===== src/rtl/dsa_pkg.sv =====
// Shared types, constants and helpers for the deadline slot allocator.
// No dependencies; used by dsa_ctrl, dsa_dp and deadline_slot_allocator_unit.
package dsa_pkg;

    localparam int SLOTS_DEF = 64;
    localparam int ROW_W     = 16;      // slot-taken bits per bitmap row
    localparam int POS_W     = 4;       // log2(ROW_W)
    localparam int CFG_W     = 7;
    localparam logic [CFG_W-1:0] CFG_RST = 7'd64;

    localparam int FUNC_W   = 2;
    localparam int DL_W     = 8;
    localparam int PROFIT_W = 16;
    localparam int IDX_W    = 6;
    localparam int SUM_W    = 32;

    localparam logic [FUNC_W-1:0] F_CLEAR = 2'd0;
    localparam logic [FUNC_W-1:0] F_PLACE = 2'd1;
    localparam logic [FUNC_W-1:0] F_READ  = 2'd2;

    typedef struct packed {
        logic capture;      // latch the accepted item
        logic decode;       // first step: clear, start scan or issue slot read
        logic check;        // examine one bitmap row
        logic read_take;    // slot read data is back
        logic out_load;     // move result into the output register
    } t_dsa_cmd;

    typedef struct packed {
        logic [FUNC_W-1:0] func;
        logic              top_zero;
        logic              found;
        logic              row_last;
    } t_dsa_sts;

    // index of the highest set bit
    function automatic logic [POS_W-1:0] fls_pos(input logic [ROW_W-1:0] v);
        logic [POS_W-1:0] p;
        p = '0;
        for (int i = 0; i < ROW_W; i++) begin
            if (v[i]) begin
                p = POS_W'(i);
            end
        end
        return p;
    endfunction

endpackage


===== src/rtl/dsa_ctrl.sv =====
// Controller state machine for the deadline slot allocator.
// Depends on dsa_pkg; drives commands into dsa_dp and owns both handshakes.
module dsa_ctrl
    import dsa_pkg::*;
(
    input  logic     i_clk,
    input  logic     i_rst_n,
    input  logic     i_valid,
    output logic     o_stall,
    output logic     o_valid,
    input  logic     i_stall,
    input  t_dsa_sts i_sts,
    output t_dsa_cmd o_cmd
);

    localparam logic [2:0] S_IDLE = 3'd0;
    localparam logic [2:0] S_DEC  = 3'd1;
    localparam logic [2:0] S_CHK  = 3'd2;
    localparam logic [2:0] S_RDW  = 3'd3;
    localparam logic [2:0] S_DONE = 3'd4;

    logic [2:0] r_state, n_state;
    logic       r_out_valid, n_out_valid;
    logic       out_free;

    assign out_free = !r_out_valid || !i_stall;
    assign o_stall  = (r_state != S_IDLE);
    assign o_valid  = r_out_valid;

    always_comb begin
        n_state = r_state;
        o_cmd   = '0;
        case (r_state)
            S_IDLE: begin
                if (i_valid) begin
                    o_cmd.capture = 1'b1;
                    n_state       = S_DEC;
                end
            end
            S_DEC: begin
                o_cmd.decode = 1'b1;
                case (i_sts.func)
                    F_PLACE: n_state = i_sts.top_zero ? S_DONE : S_CHK;
                    F_READ:  n_state = S_RDW;
                    default: n_state = S_DONE;
                endcase
            end
            S_CHK: begin
                o_cmd.check = 1'b1;
                if (i_sts.found || i_sts.row_last) begin
                    n_state = S_DONE;
                end
            end
            S_RDW: begin
                o_cmd.read_take = 1'b1;
                n_state         = S_DONE;
            end
            S_DONE: begin
                if (out_free) begin
                    o_cmd.out_load = 1'b1;
                    n_state        = S_IDLE;
                end
            end
            default: n_state = S_IDLE;
        endcase
    end

    always_comb begin
        n_out_valid = r_out_valid;
        if (o_cmd.out_load) begin
            n_out_valid = 1'b1;
        end else if (r_out_valid && !i_stall) begin
            n_out_valid = 1'b0;
        end
    end

    always_ff @(posedge i_clk) begin
        if (!i_rst_n) begin
            r_state     <= S_IDLE;
            r_out_valid <= 1'b0;
        end else begin
            r_state     <= n_state;
            r_out_valid <= n_out_valid;
        end
    end

    a_accept_to_dec: assert property (@(posedge i_clk) disable iff (!i_rst_n)
        (i_valid && !o_stall) |=> (r_state == S_DEC))
        else $error("accepted item did not enter decode");

    a_scan_ends: assert property (@(posedge i_clk) disable iff (!i_rst_n)
        (r_state == S_CHK && (i_sts.found || i_sts.row_last)) |=> (r_state == S_DONE))
        else $error("scan did not finish");

    a_out_taken: assert property (@(posedge i_clk) disable iff (!i_rst_n)
        $fell(o_valid) |-> $past(!i_stall || !i_rst_n))
        else $error("result dropped while stalled");

endmodule


===== src/rtl/dsa_dp.sv =====
// Datapath for the deadline slot allocator: slot bitmap rows, profit store,
// running total and output register. Depends on dsa_pkg; driven by dsa_ctrl.
module dsa_dp
    import dsa_pkg::*;
#(
    parameter int SLOTS = SLOTS_DEF
) (
    input  logic                i_clk,
    input  logic                i_rst_n,
    input  t_dsa_cmd            i_cmd,
    output t_dsa_sts            o_sts,
    input  logic                i_cfg_wen,
    input  logic [CFG_W-1:0]    i_cfg_wdata,
    input  logic [FUNC_W-1:0]   i_func,
    input  logic [DL_W-1:0]     i_job_deadline,
    input  logic [PROFIT_W-1:0] i_job_profit,
    input  logic [IDX_W-1:0]    i_slot_index,
    output logic                o_placed,
    output logic [IDX_W-1:0]    o_slot_given,
    output logic [SUM_W-1:0]    o_total_profit,
    output logic                o_slot_filled,
    output logic [PROFIT_W-1:0] o_slot_profit
);

    localparam int ROWS = (SLOTS + ROW_W - 1) / ROW_W;
    localparam int RA_W = (ROWS > 1) ? $clog2(ROWS) : 1;
    localparam int SL_W = $clog2(SLOTS);

    // captured item and config
    logic [FUNC_W-1:0]   r_func;
    logic [DL_W-1:0]     r_deadline;
    logic [PROFIT_W-1:0] r_profit;
    logic [IDX_W-1:0]    r_index;
    logic [CFG_W-1:0]    r_cfg_slots;
    logic [SUM_W-1:0]    r_sum;

    // bitmap rows in memory, one valid flop per row so a clear resets only the flops
    logic [ROW_W-1:0]    taken_mem [ROWS];
    logic [PROFIT_W-1:0] value_mem [SLOTS];
    logic [ROWS-1:0]     r_row_vld;
    logic [ROW_W-1:0]    r_row_q;
    logic [PROFIT_W-1:0] r_val_q;
    logic [RA_W-1:0]     r_row;
    logic [ROW_W-1:0]    r_mask;

    logic                r_res_placed;
    logic [IDX_W-1:0]    r_res_given;
    logic                r_res_filled;
    logic [PROFIT_W-1:0] r_res_profit;

    logic                r_o_placed;
    logic [IDX_W-1:0]    r_o_given;
    logic [SUM_W-1:0]    r_o_total;
    logic                r_o_filled;
    logic [PROFIT_W-1:0] r_o_profit;

    logic [31:0]         lim32, top32, topm1, idx32, slot32;
    logic [RA_W-1:0]     first_row, idx_row, rd_addr;
    logic [POS_W-1:0]    first_pos, hit_pos;
    logic [ROW_W-1:0]    first_mask, row_eff, row_free;
    logic                idx_ok, found, row_last, rd_en, val_rd_en, commit, do_clear;
    logic [SUM_W:0]      sum_add;
    logic [SUM_W-1:0]    sum_next;

    // deadline clamped to the usable slot count
    assign lim32 = (32'(r_cfg_slots) < 32'(SLOTS)) ? 32'(r_cfg_slots) : 32'(SLOTS);
    assign top32 = (32'(r_deadline) < lim32) ? 32'(r_deadline) : lim32;
    assign topm1 = top32 - 32'd1;
    assign first_row  = RA_W'(topm1 >> POS_W);
    assign first_pos  = topm1[POS_W-1:0];
    assign first_mask = {ROW_W{1'b1}} >> (POS_W'(ROW_W - 1) - first_pos);

    assign idx32   = 32'(r_index);
    assign idx_ok  = idx32 < 32'(SLOTS);
    assign idx_row = RA_W'(idx32 >> POS_W);

    assign row_eff  = r_row_vld[r_row] ? r_row_q : '0;
    assign row_free = ~row_eff & r_mask;
    assign found    = |row_free;
    assign hit_pos  = fls_pos(row_free);
    assign slot32   = (32'(r_row) << POS_W) | 32'(hit_pos);
    assign row_last = (r_row == '0);

    assign sum_add  = {1'b0, r_sum} + (SUM_W + 1)'(r_profit);
    assign sum_next = sum_add[SUM_W] ? '1 : sum_add[SUM_W-1:0];

    assign commit   = i_cmd.check && found;
    assign do_clear = i_cmd.decode && (r_func == F_CLEAR);

    always_comb begin
        rd_en     = 1'b0;
        rd_addr   = first_row;
        val_rd_en = 1'b0;
        if (i_cmd.decode && r_func == F_PLACE && top32 != 32'd0) begin
            rd_en = 1'b1;
        end else if (i_cmd.decode && r_func == F_READ && idx_ok) begin
            rd_en     = 1'b1;
            rd_addr   = idx_row;
            val_rd_en = 1'b1;
        end else if (i_cmd.check && !found && !row_last) begin
            rd_en   = 1'b1;
            rd_addr = r_row - RA_W'(1);
        end
    end

    assign o_sts.func     = r_func;
    assign o_sts.top_zero = (top32 == 32'd0);
    assign o_sts.found    = found;
    assign o_sts.row_last = row_last;

    always_ff @(posedge i_clk) begin
        if (rd_en) begin
            r_row_q <= taken_mem[rd_addr];
        end
        if (commit) begin
            taken_mem[r_row] <= row_eff | (ROW_W'(1) << hit_pos);
        end
    end

    always_ff @(posedge i_clk) begin
        if (val_rd_en) begin
            r_val_q <= value_mem[SL_W'(r_index)];
        end
        if (commit) begin
            value_mem[SL_W'(slot32)] <= r_profit;
        end
    end

    always_ff @(posedge i_clk) begin
        if (!i_rst_n) begin
            r_cfg_slots <= CFG_RST;
            r_sum       <= '0;
            r_row_vld   <= '0;
        end else begin
            if (i_cfg_wen) begin
                r_cfg_slots <= i_cfg_wdata;
            end
            if (do_clear) begin
                r_sum     <= '0;
                r_row_vld <= '0;
            end else if (commit) begin
                r_sum            <= sum_next;
                r_row_vld[r_row] <= 1'b1;
            end
        end
    end

    always_ff @(posedge i_clk) begin
        if (i_cmd.capture) begin
            r_func     <= i_func;
            r_deadline <= i_job_deadline;
            r_profit   <= i_job_profit;
            r_index    <= i_slot_index;
        end
        if (rd_en) begin
            r_row <= rd_addr;
        end
        if (i_cmd.decode) begin
            r_mask       <= first_mask;
            r_res_placed <= 1'b0;
            r_res_given  <= '0;
            r_res_filled <= 1'b0;
            r_res_profit <= '0;
        end else if (i_cmd.check) begin
            r_mask <= '1;
            if (found) begin
                r_res_placed <= 1'b1;
                r_res_given  <= IDX_W'(slot32);
            end
        end else if (i_cmd.read_take) begin
            if (idx_ok && row_eff[r_index[POS_W-1:0]]) begin
                r_res_filled <= 1'b1;
                r_res_profit <= r_val_q;
            end
        end
        if (i_cmd.out_load) begin
            r_o_placed <= r_res_placed;
            r_o_given  <= r_res_given;
            r_o_total  <= r_sum;
            r_o_filled <= r_res_filled;
            r_o_profit <= r_res_profit;
        end
    end

    assign o_placed       = r_o_placed;
    assign o_slot_given   = r_o_given;
    assign o_total_profit = r_o_total;
    assign o_slot_filled  = r_o_filled;
    assign o_slot_profit  = r_o_profit;

    a_slot_below_top: assert property (@(posedge i_clk) disable iff (!i_rst_n)
        commit |-> (slot32 < top32))
        else $error("slot picked at or above clamped deadline");

    a_sum_monotonic: assert property (@(posedge i_clk) disable iff (!i_rst_n)
        commit |=> (r_sum >= $past(r_sum)))
        else $error("total decreased on placement");

    a_clear_zeroes: assert property (@(posedge i_clk) disable iff (!i_rst_n)
        do_clear |=> (r_sum == '0 && r_row_vld == '0))
        else $error("clear left state behind");

endmodule


===== src/rtl/deadline_slot_allocator_unit.sv =====
// Per item: clear or no-op decode, done; read decode, read-wait, done; place decode,
// rows scanned (none for a zero clamped deadline, else 1 .. ceil(SLOTS/16)), one
// 16-slot bitmap row per cycle, then done, held while i_stall holds the last result.
// One item at a time: the next is taken in the cycle after a result enters the
// output register. Synchronous active-low reset empties all slots, zeroes the total
// and sets the slot count to 64. Top level; depends on dsa_pkg, dsa_ctrl and dsa_dp.
module deadline_slot_allocator_unit
    import dsa_pkg::*;
#(
    parameter int SLOTS = SLOTS_DEF
) (
    input  logic                i_clk,
    input  logic                i_rst_n,
    input  logic                i_cfg_wen,
    input  logic [CFG_W-1:0]    i_cfg_wdata,
    input  logic                i_valid,
    output logic                o_stall,
    input  logic [FUNC_W-1:0]   i_func,
    input  logic [DL_W-1:0]     i_job_deadline,
    input  logic [PROFIT_W-1:0] i_job_profit,
    input  logic [IDX_W-1:0]    i_slot_index,
    output logic                o_valid,
    input  logic                i_stall,
    output logic                o_placed,
    output logic [IDX_W-1:0]    o_slot_given,
    output logic [SUM_W-1:0]    o_total_profit,
    output logic                o_slot_filled,
    output logic [PROFIT_W-1:0] o_slot_profit
);

    t_dsa_cmd cmd;
    t_dsa_sts sts;

    dsa_ctrl u_ctrl (
        .i_clk   (i_clk),
        .i_rst_n (i_rst_n),
        .i_valid (i_valid),
        .o_stall (o_stall),
        .o_valid (o_valid),
        .i_stall (i_stall),
        .i_sts   (sts),
        .o_cmd   (cmd)
    );

    dsa_dp #(
        .SLOTS (SLOTS)
    ) u_dp (
        .i_clk          (i_clk),
        .i_rst_n        (i_rst_n),
        .i_cmd          (cmd),
        .o_sts          (sts),
        .i_cfg_wen      (i_cfg_wen),
        .i_cfg_wdata    (i_cfg_wdata),
        .i_func         (i_func),
        .i_job_deadline (i_job_deadline),
        .i_job_profit   (i_job_profit),
        .i_slot_index   (i_slot_index),
        .o_placed       (o_placed),
        .o_slot_given   (o_slot_given),
        .o_total_profit (o_total_profit),
        .o_slot_filled  (o_slot_filled),
        .o_slot_profit  (o_slot_profit)
    );

endmodule

===== config.mk =====
export PLATFORM = sky130hd
export DESIGN_NAME = deadline_slot_allocator_unit
export DESIGN_NICKNAME = d
export VERILOG_FILES = /design/src/rtl/dsa_pkg.sv /design/src/rtl/dsa_ctrl.sv /design/src/rtl/dsa_dp.sv /design/src/rtl/deadline_slot_allocator_unit.sv
export SDC_FILE = /design/constraint.sdc
export NUM_CORES = 1
export LEC_CHECK = 0
export BUFFER_PORTS_ARGS = -buffer_cell sky130_fd_sc_hd__buf_4
export CORE_ASPECT_RATIO = 2
export CORE_MARGIN = 2
export CORE_UTILIZATION = 45
export CTS_BUF_LIST = sky130_fd_sc_hd__clkbuf_16
export DETAILED_ROUTE_END_ITERATION = 6
export GPL_TIMING_DRIVEN = 1
export PLACE_DENSITY_LB_ADDON = 0.2
export RECOVER_POWER = 100
export SETUP_SLACK_MARGIN = 0.4
export SYNTH_ARGS = -nofsm -noshare
export SYNTH_HDL_FRONTEND = slang
export SYNTH_HIERARCHICAL = 1
export SYNTH_SLANG_ARGS = --single-unit

===== constraint.sdc =====
create_clock -name i_clk -period 4.34 [get_ports i_clk]
set_input_delay 0.868 -clock i_clk [delete_from_list [all_inputs] [get_ports i_clk]]
set_output_delay 0.868 -clock i_clk [all_outputs]
set_load 0.02 [all_outputs]

# Word level (Yosys, flattened, before mapping)
# Memories as Yosys holds them, arrays and structs flattened. A register that Yosys moved wholly into a read port is not among the register bits.
# Index checks and enable logic that the tools add are counted.
word_totals:
  ff_bits: 177
  ram_bits: 1088
  input_bits: 44
  output_inout_bits: 58
  elab_cells: 132
  memories: 2
mem_list:
  columns: ["name", "depth", "width", "read_ports", "rd_ports_with_merged_regs", "wr", "line_no", "source"]
  rows:
  - ["u_dp.value_mem", 64, 16, 1, 1, 1, "dsa_dp.sv:39", "logic [PROFIT_W-1:0] value_mem [SLOTS];"]
  - ["u_dp.taken_mem", 4, 16, 1, 1, 1, "dsa_dp.sv:38", "logic [ROW_W-1:0] taken_mem [ROWS];"]
op_classes:
  n_addsub: 4
  order_cmp: 6
  eq_ne: 9
  n_shift: 2
  muxes: 52
  bitwise: 7
  n_reduce_logical: 30
op_table:
  columns: ["operator", "count"]
  rows:
  - ["$mux W4", 13]
  - ["$mux W16", 3]
  - ["$add A32 B16 Y33", 1]
  - ["$logic_not A32 Y1", 1]
  - ["$lt A8 B32 Y1", 1]
  - ["$mux W32", 1]
  - ["$reduce_bool A32 Y1", 1]
  - ["$mux W1", 20]
  - ["$and A16 B16 Y16", 1]
  - ["$not A16 Y16", 1]
  - ["$or A16 B16 Y16", 1]
  - ["$reduce_or A16 Y1", 1]
  - ["$shl A1 B4 Y16 const A", 1]
  - ["$shr A16 B4 Y16 const A", 1]
  - ["$pmux W3 S5", 1]
  - ["$mux W3", 4]
  - ["$logic_and A1 B1 Y1", 11]
  - ["$mux W2", 4]
  - ["$mux W8", 1]
  - ["$lt A6 B7 Y1 const B", 1]
  - ["$lt A7 B7 Y1 const B", 1]
  - ["$mux W7", 1]
  - ["$eq A3 B2 Y1 const B", 2]
  - ["$or A6 B4 Y6", 1]
  - ["other kinds (27)", 36]

# Logic depth before layout (Yosys ltp)
# Gate-level depths: netlist (run 1).
depth:
  depth_word: 22
  mapped_depth: 19
  depth_no_buf: 16

# Modules after synthesis
# Netlist (run 1), hierarchy kept.
modules_own_cells:
  columns: ["module", "n_inst", "cells_each", "area_each_um2", "seq_area_each_um2"]
  rows:
  - ["dsa_dp", 1, 2356, 50159.4, 38126.6]
  - ["dsa_ctrl", 1, 36, 305.3, 80.1]

# Worst setup path before layout (run 1)
# Ideal clock, no wire load.
synth_path:
  kind: "register -> register"
  startpoint: "reg u_dp.r_cfg_slots[6]"
  endpoint: "reg u_dp.r_row_q[10] (read register of u_dp.taken_mem), data pin"
  setup_ns: 0.261
  arrival_ns: 3.632
  required_ns: 4.079
  slack_ns: 0.447
  path_stages_with_launch: 19
  path_buffers: 3
  synth_period_minus_slack_ns: 3.893
  cell_sequence: "dfxtp_1 -> clkinv_1 -> ha_1 -> a211oi_1 -> nand2_1 -> a21oi_1 -> clkbuf_1 -> mux2_2 -> inv_1 -> ha_1 -> nand3_1 -> mux2_2 -> a211oi_2 -> nand2_1 -> o211ai_1 -> o21ai_1 -> buf_6 -> buf_6 -> mux2i_1"
synth_between:
  elab_chain_cells: 8
  word_cells_on_any_way: 11
  cone_classes: "add/sub: 1; order compare: 2; mux: 6; reduce/logical: 2"
synth_rtl:
  columns: ["item", "line_no", "source"]
  rows:
  - ["start, declared", "dsa_dp.sv:34", "logic [CFG_W-1:0] r_cfg_slots;"]
  - ["start signal, assigned", "dsa_dp.sv:136", "r_cfg_slots <= i_cfg_wdata;"]
  - ["$lt A7 B7 Y1", "dsa_dp.sv:66", "assign lim32 = (32'(r_cfg_slots) < 32'(SLOTS)) ? 32'(r_cfg_slots) : 32'(SLOTS);"]
  - ["$mux W7 (*)", "dsa_dp.sv:66", null]
  - ["$lt A8 B32 Y1", "dsa_dp.sv:67", "assign top32 = (32'(r_deadline) < lim32) ? 32'(r_deadline) : lim32;"]
  - ["$mux W8 (*)", "dsa_dp.sv:67", null]
  - ["$sub A6 B1 Y6", "dsa_dp.sv:68", "assign topm1 = top32 - 32'd1;"]
  - ["$mux W2", "dsa_dp.sv:100", "end else if (i_cmd.check && !found && !row_last) begin"]
  - ["$mux W2", "dsa_dp.sv:96", "end else if (i_cmd.decode && r_func == F_READ && idx_ok) begin"]
  - ["$mux W2", "dsa_dp.sv:94", "if (i_cmd.decode && r_func == F_PLACE && top32 != 32'd0) begin"]
  - ["end, declared", "dsa_dp.sv:41", "logic [ROW_W-1:0] r_row_q;"]
# Every way passes the cells marked *; elsewhere a longest branch is shown, timed or not.
# A chain may end at the register's enable or synchronous reset.

# Worst setup path in the final report (run 1)
layout_path:
  startpoint: "reg u_dp.r_row[0]"
  endpoint: "mem u_dp.value_mem[3][2], enable pin"
layout_between:
  elab_chain_cells: 21
  word_cells_on_any_way: 25
  cone_classes: "mux: 20; bitwise: 3; reduce/logical: 2"
layout_rtl:
  columns: ["item", "line_no", "source"]
  rows:
  - ["start, declared", "dsa_dp.sv:43", "logic [RA_W-1:0] r_row;"]
  - ["start signal, assigned", "dsa_dp.sv:156", "r_row <= rd_addr;"]
  - ["$bmux W1 S2", "dsa_dp.sv:77", "assign row_eff = r_row_vld[r_row] ? r_row_q : '0;"]
  - ["$mux W1 (implied by the code)", "dsa_dp.sv:77", null]
  - ["$mux W16", "dsa_dp.sv:77", null]
  - ["$not A16 Y16", "dsa_dp.sv:78", "assign row_free = ~row_eff & r_mask;"]
  - ["$and A16 B16 Y16", "dsa_dp.sv:78", null]
  - ["$mux W1", "dsa_pkg.sv:41", "if (v[i]) begin"]
  - ["$mux W2", "dsa_pkg.sv:41", null]
  - ["$mux W4 (13 in series)", "dsa_pkg.sv:41", null]
  - ["$or A6 B4 Y6", "dsa_dp.sv:81", "assign slot32 = (32'(r_row) << POS_W) | 32'(hit_pos);"]
  - ["end, declared", "dsa_dp.sv:39", null]
# Several ways; a longest one is shown, not always the timed one. The select of a mux whose other input is x is not followed.

==> impl_metrics.ini, run 1 <==
[floorplan]
start_util_pct = 45.4
fp.dieW_um = 241
rows = 173
die_area_um2 = 115000
core_area_um2 = 111000
chipHeight_um = 478
io_pins = 102

[drt]
viasPerCell = 5.83
post-route-drc-count = 0
via_count = 24800
drt_wl_total_um = 134000
wl_per_cell_um = 31.5
drt_iter0_markers = 2070
drtPass1Iterations = 5
drtAntennaViolNets = 0

[pwr]
power.density_nw_per_um2 = 459
p_leak_nw = 18.5
irDropWorstVdd_uv = 338
power_mw = 26.3

[logic_synthesis]
syn_area_um2 = 50500
synth_seq_cells = 1296
synthTopCellsByArea = edfxtp_1 73%, mux4_2 15%, dfxtp_1 2.8%
synth_top_area_cell = edfxtp_1
postSynth.asyncResetShare_pct = 0
syn_area_per_cell_um2 = 21.1
ys_seq_area_share_pct = 75.7
synth_cell_types = 75
yosys_warnings = 6
synth-edff-count = 1225
yosys.area.top_type_share_pct = 72.9
synth_fp_nets = 2470
synth_common_cells = 1225 x edfxtp_1, 342 x mux4_2, 128 x nor2_1, 98 x nand2_1
synthFlopType = edfxtp_1
synth_most_common_cell = edfxtp_1
syn-instance-count = 2392

[worst_setup_path]
regToRegStartpoint = u_dp/r_row[0]$_DFFE_PP_
cp-end-kind = flip-flop
cp_cell_sequence = mux4_2 > clkbuf_1 > a21oi_1 > nor2_1 > o31ai_1 > a211o_1 > a21boi_1 > nor2_1 > nand2_1 > nor2_1 > clkbuf_2
cp_slowest_cell = mux4_2
critical_path.top_delay_family = simple AND/OR/NAND/NOR gates
worstPathRequired_ns = 4.72
crit_path_frequent_cell = nor2_1
crit_buf_inv = 2
arrival_ns = 4.44
path_class = flip-flop to flip-flop
path_max_fanout = 11
cp_slowest_stage_delay_ns = 0.68
worstSetupStartpoint = u_dp/r_row[0]$_DFFE_PP_
cp-start-kind = flip-flop

[grt]
grt_start_max_net_pins = 79
grt_antenna_before_repair = 9
grt_pass1_wl_um = 190000
grt_overflow = 0
track_usage_pct = 23.7
grt_pass1_vias = 26000

[sta]
fin_skew_ns = 0.0396
rsz0062_at_grt = yes
post-route-min-period_ns = 4.06
slew_headroom_pct = -120
setup_violations = 0
finalSetupTns_ns = 0
finalHoldViolations = 0
max_clock_freq_ghz = 0.246
fin_crit_sh_pct = 93.5
drv_slew = 765
max_slew.worst_pin.slew_ns = 3.29

[clocking]
cts_tree = yes
insertion_delay_ns = 0.73
clock-sinks = 1296
cts.clk_slew.worst_paths_ns = 0.07
ctsRootBufferMaster = clkbuf_16
cts-htree-levels = 3
cts_buffer_depth = 3
numCtsBuffers = 106
cts_hold_buf = 0

[min_path]
min_from = i_job_profit[6]
hold_path_class = input pin to flip-flop

[cells_and_area]
drive_gt1_share_pct = 25.1
design_area_um2 = 57300
nNetsFinal = 2737
syn_to_final_growth_pct = 13.5

[run]
cap_violations = 14

[placement]
dpl_cell_area_um2 = 54000
portBuffers = 101
place_hpwl_um = 91100
routabilityCongestion = 0.921

[run_status]
violations = max-capacitance violations, max-slew violations
status = finished, violations left
[layout make-up]
cell class / count / area [µm²]
diodes: 9 / 22.5
clock buffers: 108 / 2700
clock inverters: 89 / 831
fillers: 8823 / 54000
inverters: 35 / 134
multi-input cells: 952 / 11700
flip-flops and latches: 1296 / 38200
well taps: 1487 / 1860
repair buffers: 268 / 1760
[final timing paths]
kind	end	slack, ns	cells after the start
max	u_dp/value_mem[3][2]$_DFFE_PP_	0.28	11
min	u_dp/r_profit[6]$_DFFE_PP_	0.34	1
max reg2reg	u_dp/value_mem[3][2]$_DFFE_PP_	0.28	11
min reg2reg	u_dp/o_slot_profit[12]$_DFFE_PP_	0.43	0
[placed cells by master (no fill, tap or decap), drive strengths merged, types with 5 or more instances in the layout]
cell         n
a21oi       40
nor3        11
xnor2        8
xor2        14
inv         55
edfxtp    1225
a211oi       9
ha          33
o21a        10
a21o        15
nand2       99
nand3       16
diode        9
mux4       344
nor2       129
and3         6
clkinvlp     5
buf        111
mux2i       71
bufinv      14
dfxtp       71
clkinv      50
a21boi      13
nor2b        9
a31oi       22
clkbuf     264
o21ai       37
[kinds of logic after synthesis]
group                    count (synthesis)  share of synthesized area [%]
AO/OA/AOI/OAI                          177                           2.41
XOR/XNOR                                22                          0.382
adder cells (fa/ha/maj)                 34                          0.858
buffers and inverters                  146                           1.23
flip-flops                            1296                           75.7
multiplexers                           416                           16.7
AND/OR/NAND/NOR                        301                           2.67
[flip-flops by register name (all words and copies together), names as in the netlist]
signal and cells:
u_dp/value_mem 1024, u_dp/taken_mem 64, u_dp/o_total_profit 32, u_dp/r_sum 32, u_dp/o_slot_profit 16, u_dp/r_profit 16, u_dp/r_res_profit 16, u_dp/r_row_q 16
u_dp/r_val_q 16, u_dp/r_mask 15, u_dp/r_deadline 8, u_dp/r_cfg_slots 7, u_dp/o_slot_given 6, u_dp/r_index 6, u_dp/r_res_given 6, u_dp/r_row_vld 4
u_ctrl/r_state 3, u_dp/r_func 2, u_dp/r_row 2, u_ctrl/o_valid 1, u_dp/o_placed 1, u_dp/o_slot_filled 1, u_dp/r_res_filled 1, u_dp/r_res_placed 1
[stage by stage]
step                util (%)  std cells  hold WS (ns)  setup WS [ns]
global placement        48.6       4026         0.419          0.359
detailed placement      48.6       4026         0.420          0.228
floorplan                  -       2392         0.408          0.447
CTS                     51.8       4224         0.275          0.409
global route            51.5       4239         0.298          0.147
finish                  51.5       4244         0.336          0.281
[where the power goes]
part / leakage (nW) / switching, mW / total, mW / internal, mW
clock: 1.77 / 4.44 / 9.82 / 5.38
combinational: 5.13 / 1.44 / 2.34 / 0.904
sequential: 11.6 / 0.153 / 14.1 / 14.0
total: 18.5 / 6.04 / 26.3 / 20.2
[per-layer routing]
metal | global-route usage [%] | wire (µm)
met1 | 24.8 | 43500
met2 | 42.9 | 72000
met3 | 3.96 | 6970
met4 | 15.8 | 11100
met5 | 0 | 49
[timing repair]
action                                 CTS  global route
pin swaps                                0             3
gates cloned                             1             3
gates resized for setup                 12            19
endpoints found under the hold margin    0             0
buffers inserted                         0             8
setup endpoints to repair              509           789
(Power assumes the default switching activity.)
==> run 2: changes to the inputs <==
- ABC_AREA: default -> 1
==> impl_metrics.ini, run 2 <==
[cells_and_area]
drive_gt1_share_pct = 9.78
syn_to_final_growth_pct = 12.6
layout_common_cells = 1225 x edfxtp_1, 774 x nor2_1, 709 x o21ai_0
nNetsFinal = 4300
largest_reg_flops = 1024
num-fill-cells = 9970
final_common_cell = edfxtp_1
stdcell_count = 5830
postLayoutCoreUtil_pct = 50.9
largest_register = u_dp/value_mem
reg_top3 = u_dp/value_mem: 1024 flops, u_dp/taken_mem: 64 flops

[floorplan]
start_util_pct = 45.2
rows = 176
io_pins = 102
die_area_um2 = 118000
fp.dieW_um = 244
chipHeight_um = 484
core_area_um2 = 115000

[pwr]
irDropWorstVdd_uv = 447
p_leak_nw = 19.2
power.density_nw_per_um2 = 483

[logic_synthesis]
synth_cell_types = 53
yosys_warnings = 6
syn-instance-count = 4082
synthTopCellsByArea = edfxtp_1 71%, o21ai_0 6.9%, nor2_1 5.6%
synthXorXnorAreaFrac_pct = 0.339
synth_fp_nets = 4160
ys_seq_area_share_pct = 73.8
postSynth.asyncResetShare_pct = 0
synthMuxAreaShare_pct = 0
synth-edff-count = 1225
syn_area_um2 = 51700
synthFlopType = edfxtp_1
synth_common_cells = 1225 x edfxtp_1, 772 x nor2_1, 711 x o21ai_0, 272 x o22ai_1, 246 x nand2_1
yosys.area.top_type_share_pct = 71.1
synth-simple-area-share_pct = 9.57
synthAdderAreaFrac_pct = 0.837
synth_compound_area_share_pct = 12.5
synth_top_family_by_area = compound AO/OA/AOI/OAI gates
synth_most_common_cell = edfxtp_1
synth_seq_cells = 1296
syn_area_per_cell_um2 = 12.7
synth_top_area_cell = edfxtp_1

[drt]
via_count = 33900
viasPerCell = 5.82
drtAntennaViolNets = 0
wl_per_cell_um = 25.5
drt_iter0_markers = 4017
post-route-drc-count = 0
drtPass1Iterations = 5
drt_wl_total_um = 149000

[run]
cap_violations = 19

[sta]
slew_headroom_pct = -138
post-route-min-period_ns = 4.09
rsz0062_at_grt = no
max_clock_freq_ghz = 0.245
fin_skew_ns = 0.0238
finalSetupTns_ns = 0
fin_crit_sh_pct = 94.2
setup_violations = 0
drv_slew = 1024
finalHoldViolations = 0
max_slew.worst_pin.slew_ns = 3.57

[worst_setup_path]
arrival_ns = 4.45
path_class = flip-flop to flip-flop
reg2reg_slack_ns = 0.25
reg2reg_depth = 11
worstPathRequired_ns = 4.70
cp-start-kind = flip-flop
path_max_fanout = 16
cp-end-kind = flip-flop

[placement]
place_hpwl_um = 91200
portBuffers = 101
post-place-cells = 5618
routabilityCongestion = 0.896

[clocking]
cts-htree-levels = 3
cts_tree = yes
numCtsBuffers = 115
post_cts_resized = 0
cts_hold_buf = 0
cts_buffer_depth = 3
ctsRootBufferMaster = clkbuf_16
cts_setup_buffers = 0
insertion_delay_ns = 0.74
cts.clk_slew.worst_paths_ns = 0.07
clock-sinks = 1296

[grt]
grt_start_max_net_pins = 119
track_usage_pct = 24.9
grt_pass1_vias = 32200
grt_antenna_before_repair = 8
grt_pass1_wl_um = 217000
grt_overflow = 0

[run_status]
status = finished, violations left
violations = max-capacitance violations, max-slew violations

[min_path]
holdPathStages = 1
hold_path_class = input pin to flip-flop
## run 2: worst paths after layout
| path | endpoint | startpoint |
|---|---|---|
| worst max-delay path | u_dp/value_mem[2][3]$_DFFE_PP_ | u_dp/r_row[0]$_DFFE_PP_ |
| worst min-delay path | u_dp/r_profit[3]$_DFFE_PP_ | i_job_profit[3] |
| worst max register to register | u_dp/value_mem[2][3]$_DFFE_PP_ | u_dp/r_row[0]$_DFFE_PP_ |
| worst min register to register | u_dp/o_slot_profit[11]$_DFFE_PP_ | u_dp/r_res_profit[11]$_SDFFE_PP0P_ |
## run 2: area by class of cell
class / count / area (µm²) / share of cell area [%]
sequential: 1296 / 38200 / 65.6
tap: 1513 / 1890 / 3.25
antenna: 2 / 5.00 / 0.00859
clock inverter: 94 / 865 / 1.48
clock buffer: 116 / 2900 / 4.98
inverter: 111 / 439 / 0.754
multi-input combinational: 2416 / 11900 / 20.5
timing repair buffer: 282 / 1990 / 3.42
## run 2: stage by stage
stage	setup slack, ns	instance area (µm²)	power, mW	hold WS (ns)
after floorplan	0.419	51700	16.6	0.403
after global placement	0.713	55000	18.1	0.419
after detailed placement	0.644	55000	18.1	0.415
after CTS	0.617	58700	28.3	0.262
after global routing	0.218	58200	29.0	0.308
final	0.254	58300	28.1	0.335
## run 2: worst max-delay path, stage by stage, from the launching register on
cell and delay [ns]:
edfxtp_1 0.47, inv_1 0.18, nand2_1 0.07, nand3_1 0.16, nand2_4 0.09, inv_6 0.12, nand2_1 0.12, nand2_2 0.09
clkbuf_1 0.85, nand4_1 0.84, nor2_2 0.24, clkbuf_2 0.46
## run 2: cell families after synthesis
family | after synthesis
fa+ha+maj | 34
xor+xnor | 20
simple gates | 1200
buf+inv | 370
flops | 1296
compound gates | 1162
## run 2: power by group
group | total (mW) | switching [mW] | internal (mW)
clock | 10.3 | 4.56 | 5.69
combinational | 3.58 | 2.70 | 0.872
sequential | 14.3 | 0.151 | 14.1
total | 28.1 | 7.42 | 20.7
## run 2: metal layers
layer	track usage, %	wire length, µm	share of wire, %	vias to the layer above
met2	39.8	70600	48	1448
met1	34.2	61200	41	16900
li1	-	-	-	15300
met4	10.3	6100	4.1	2
met3	3.44	10600	7.2	251
met5	0	13	0.0087	-
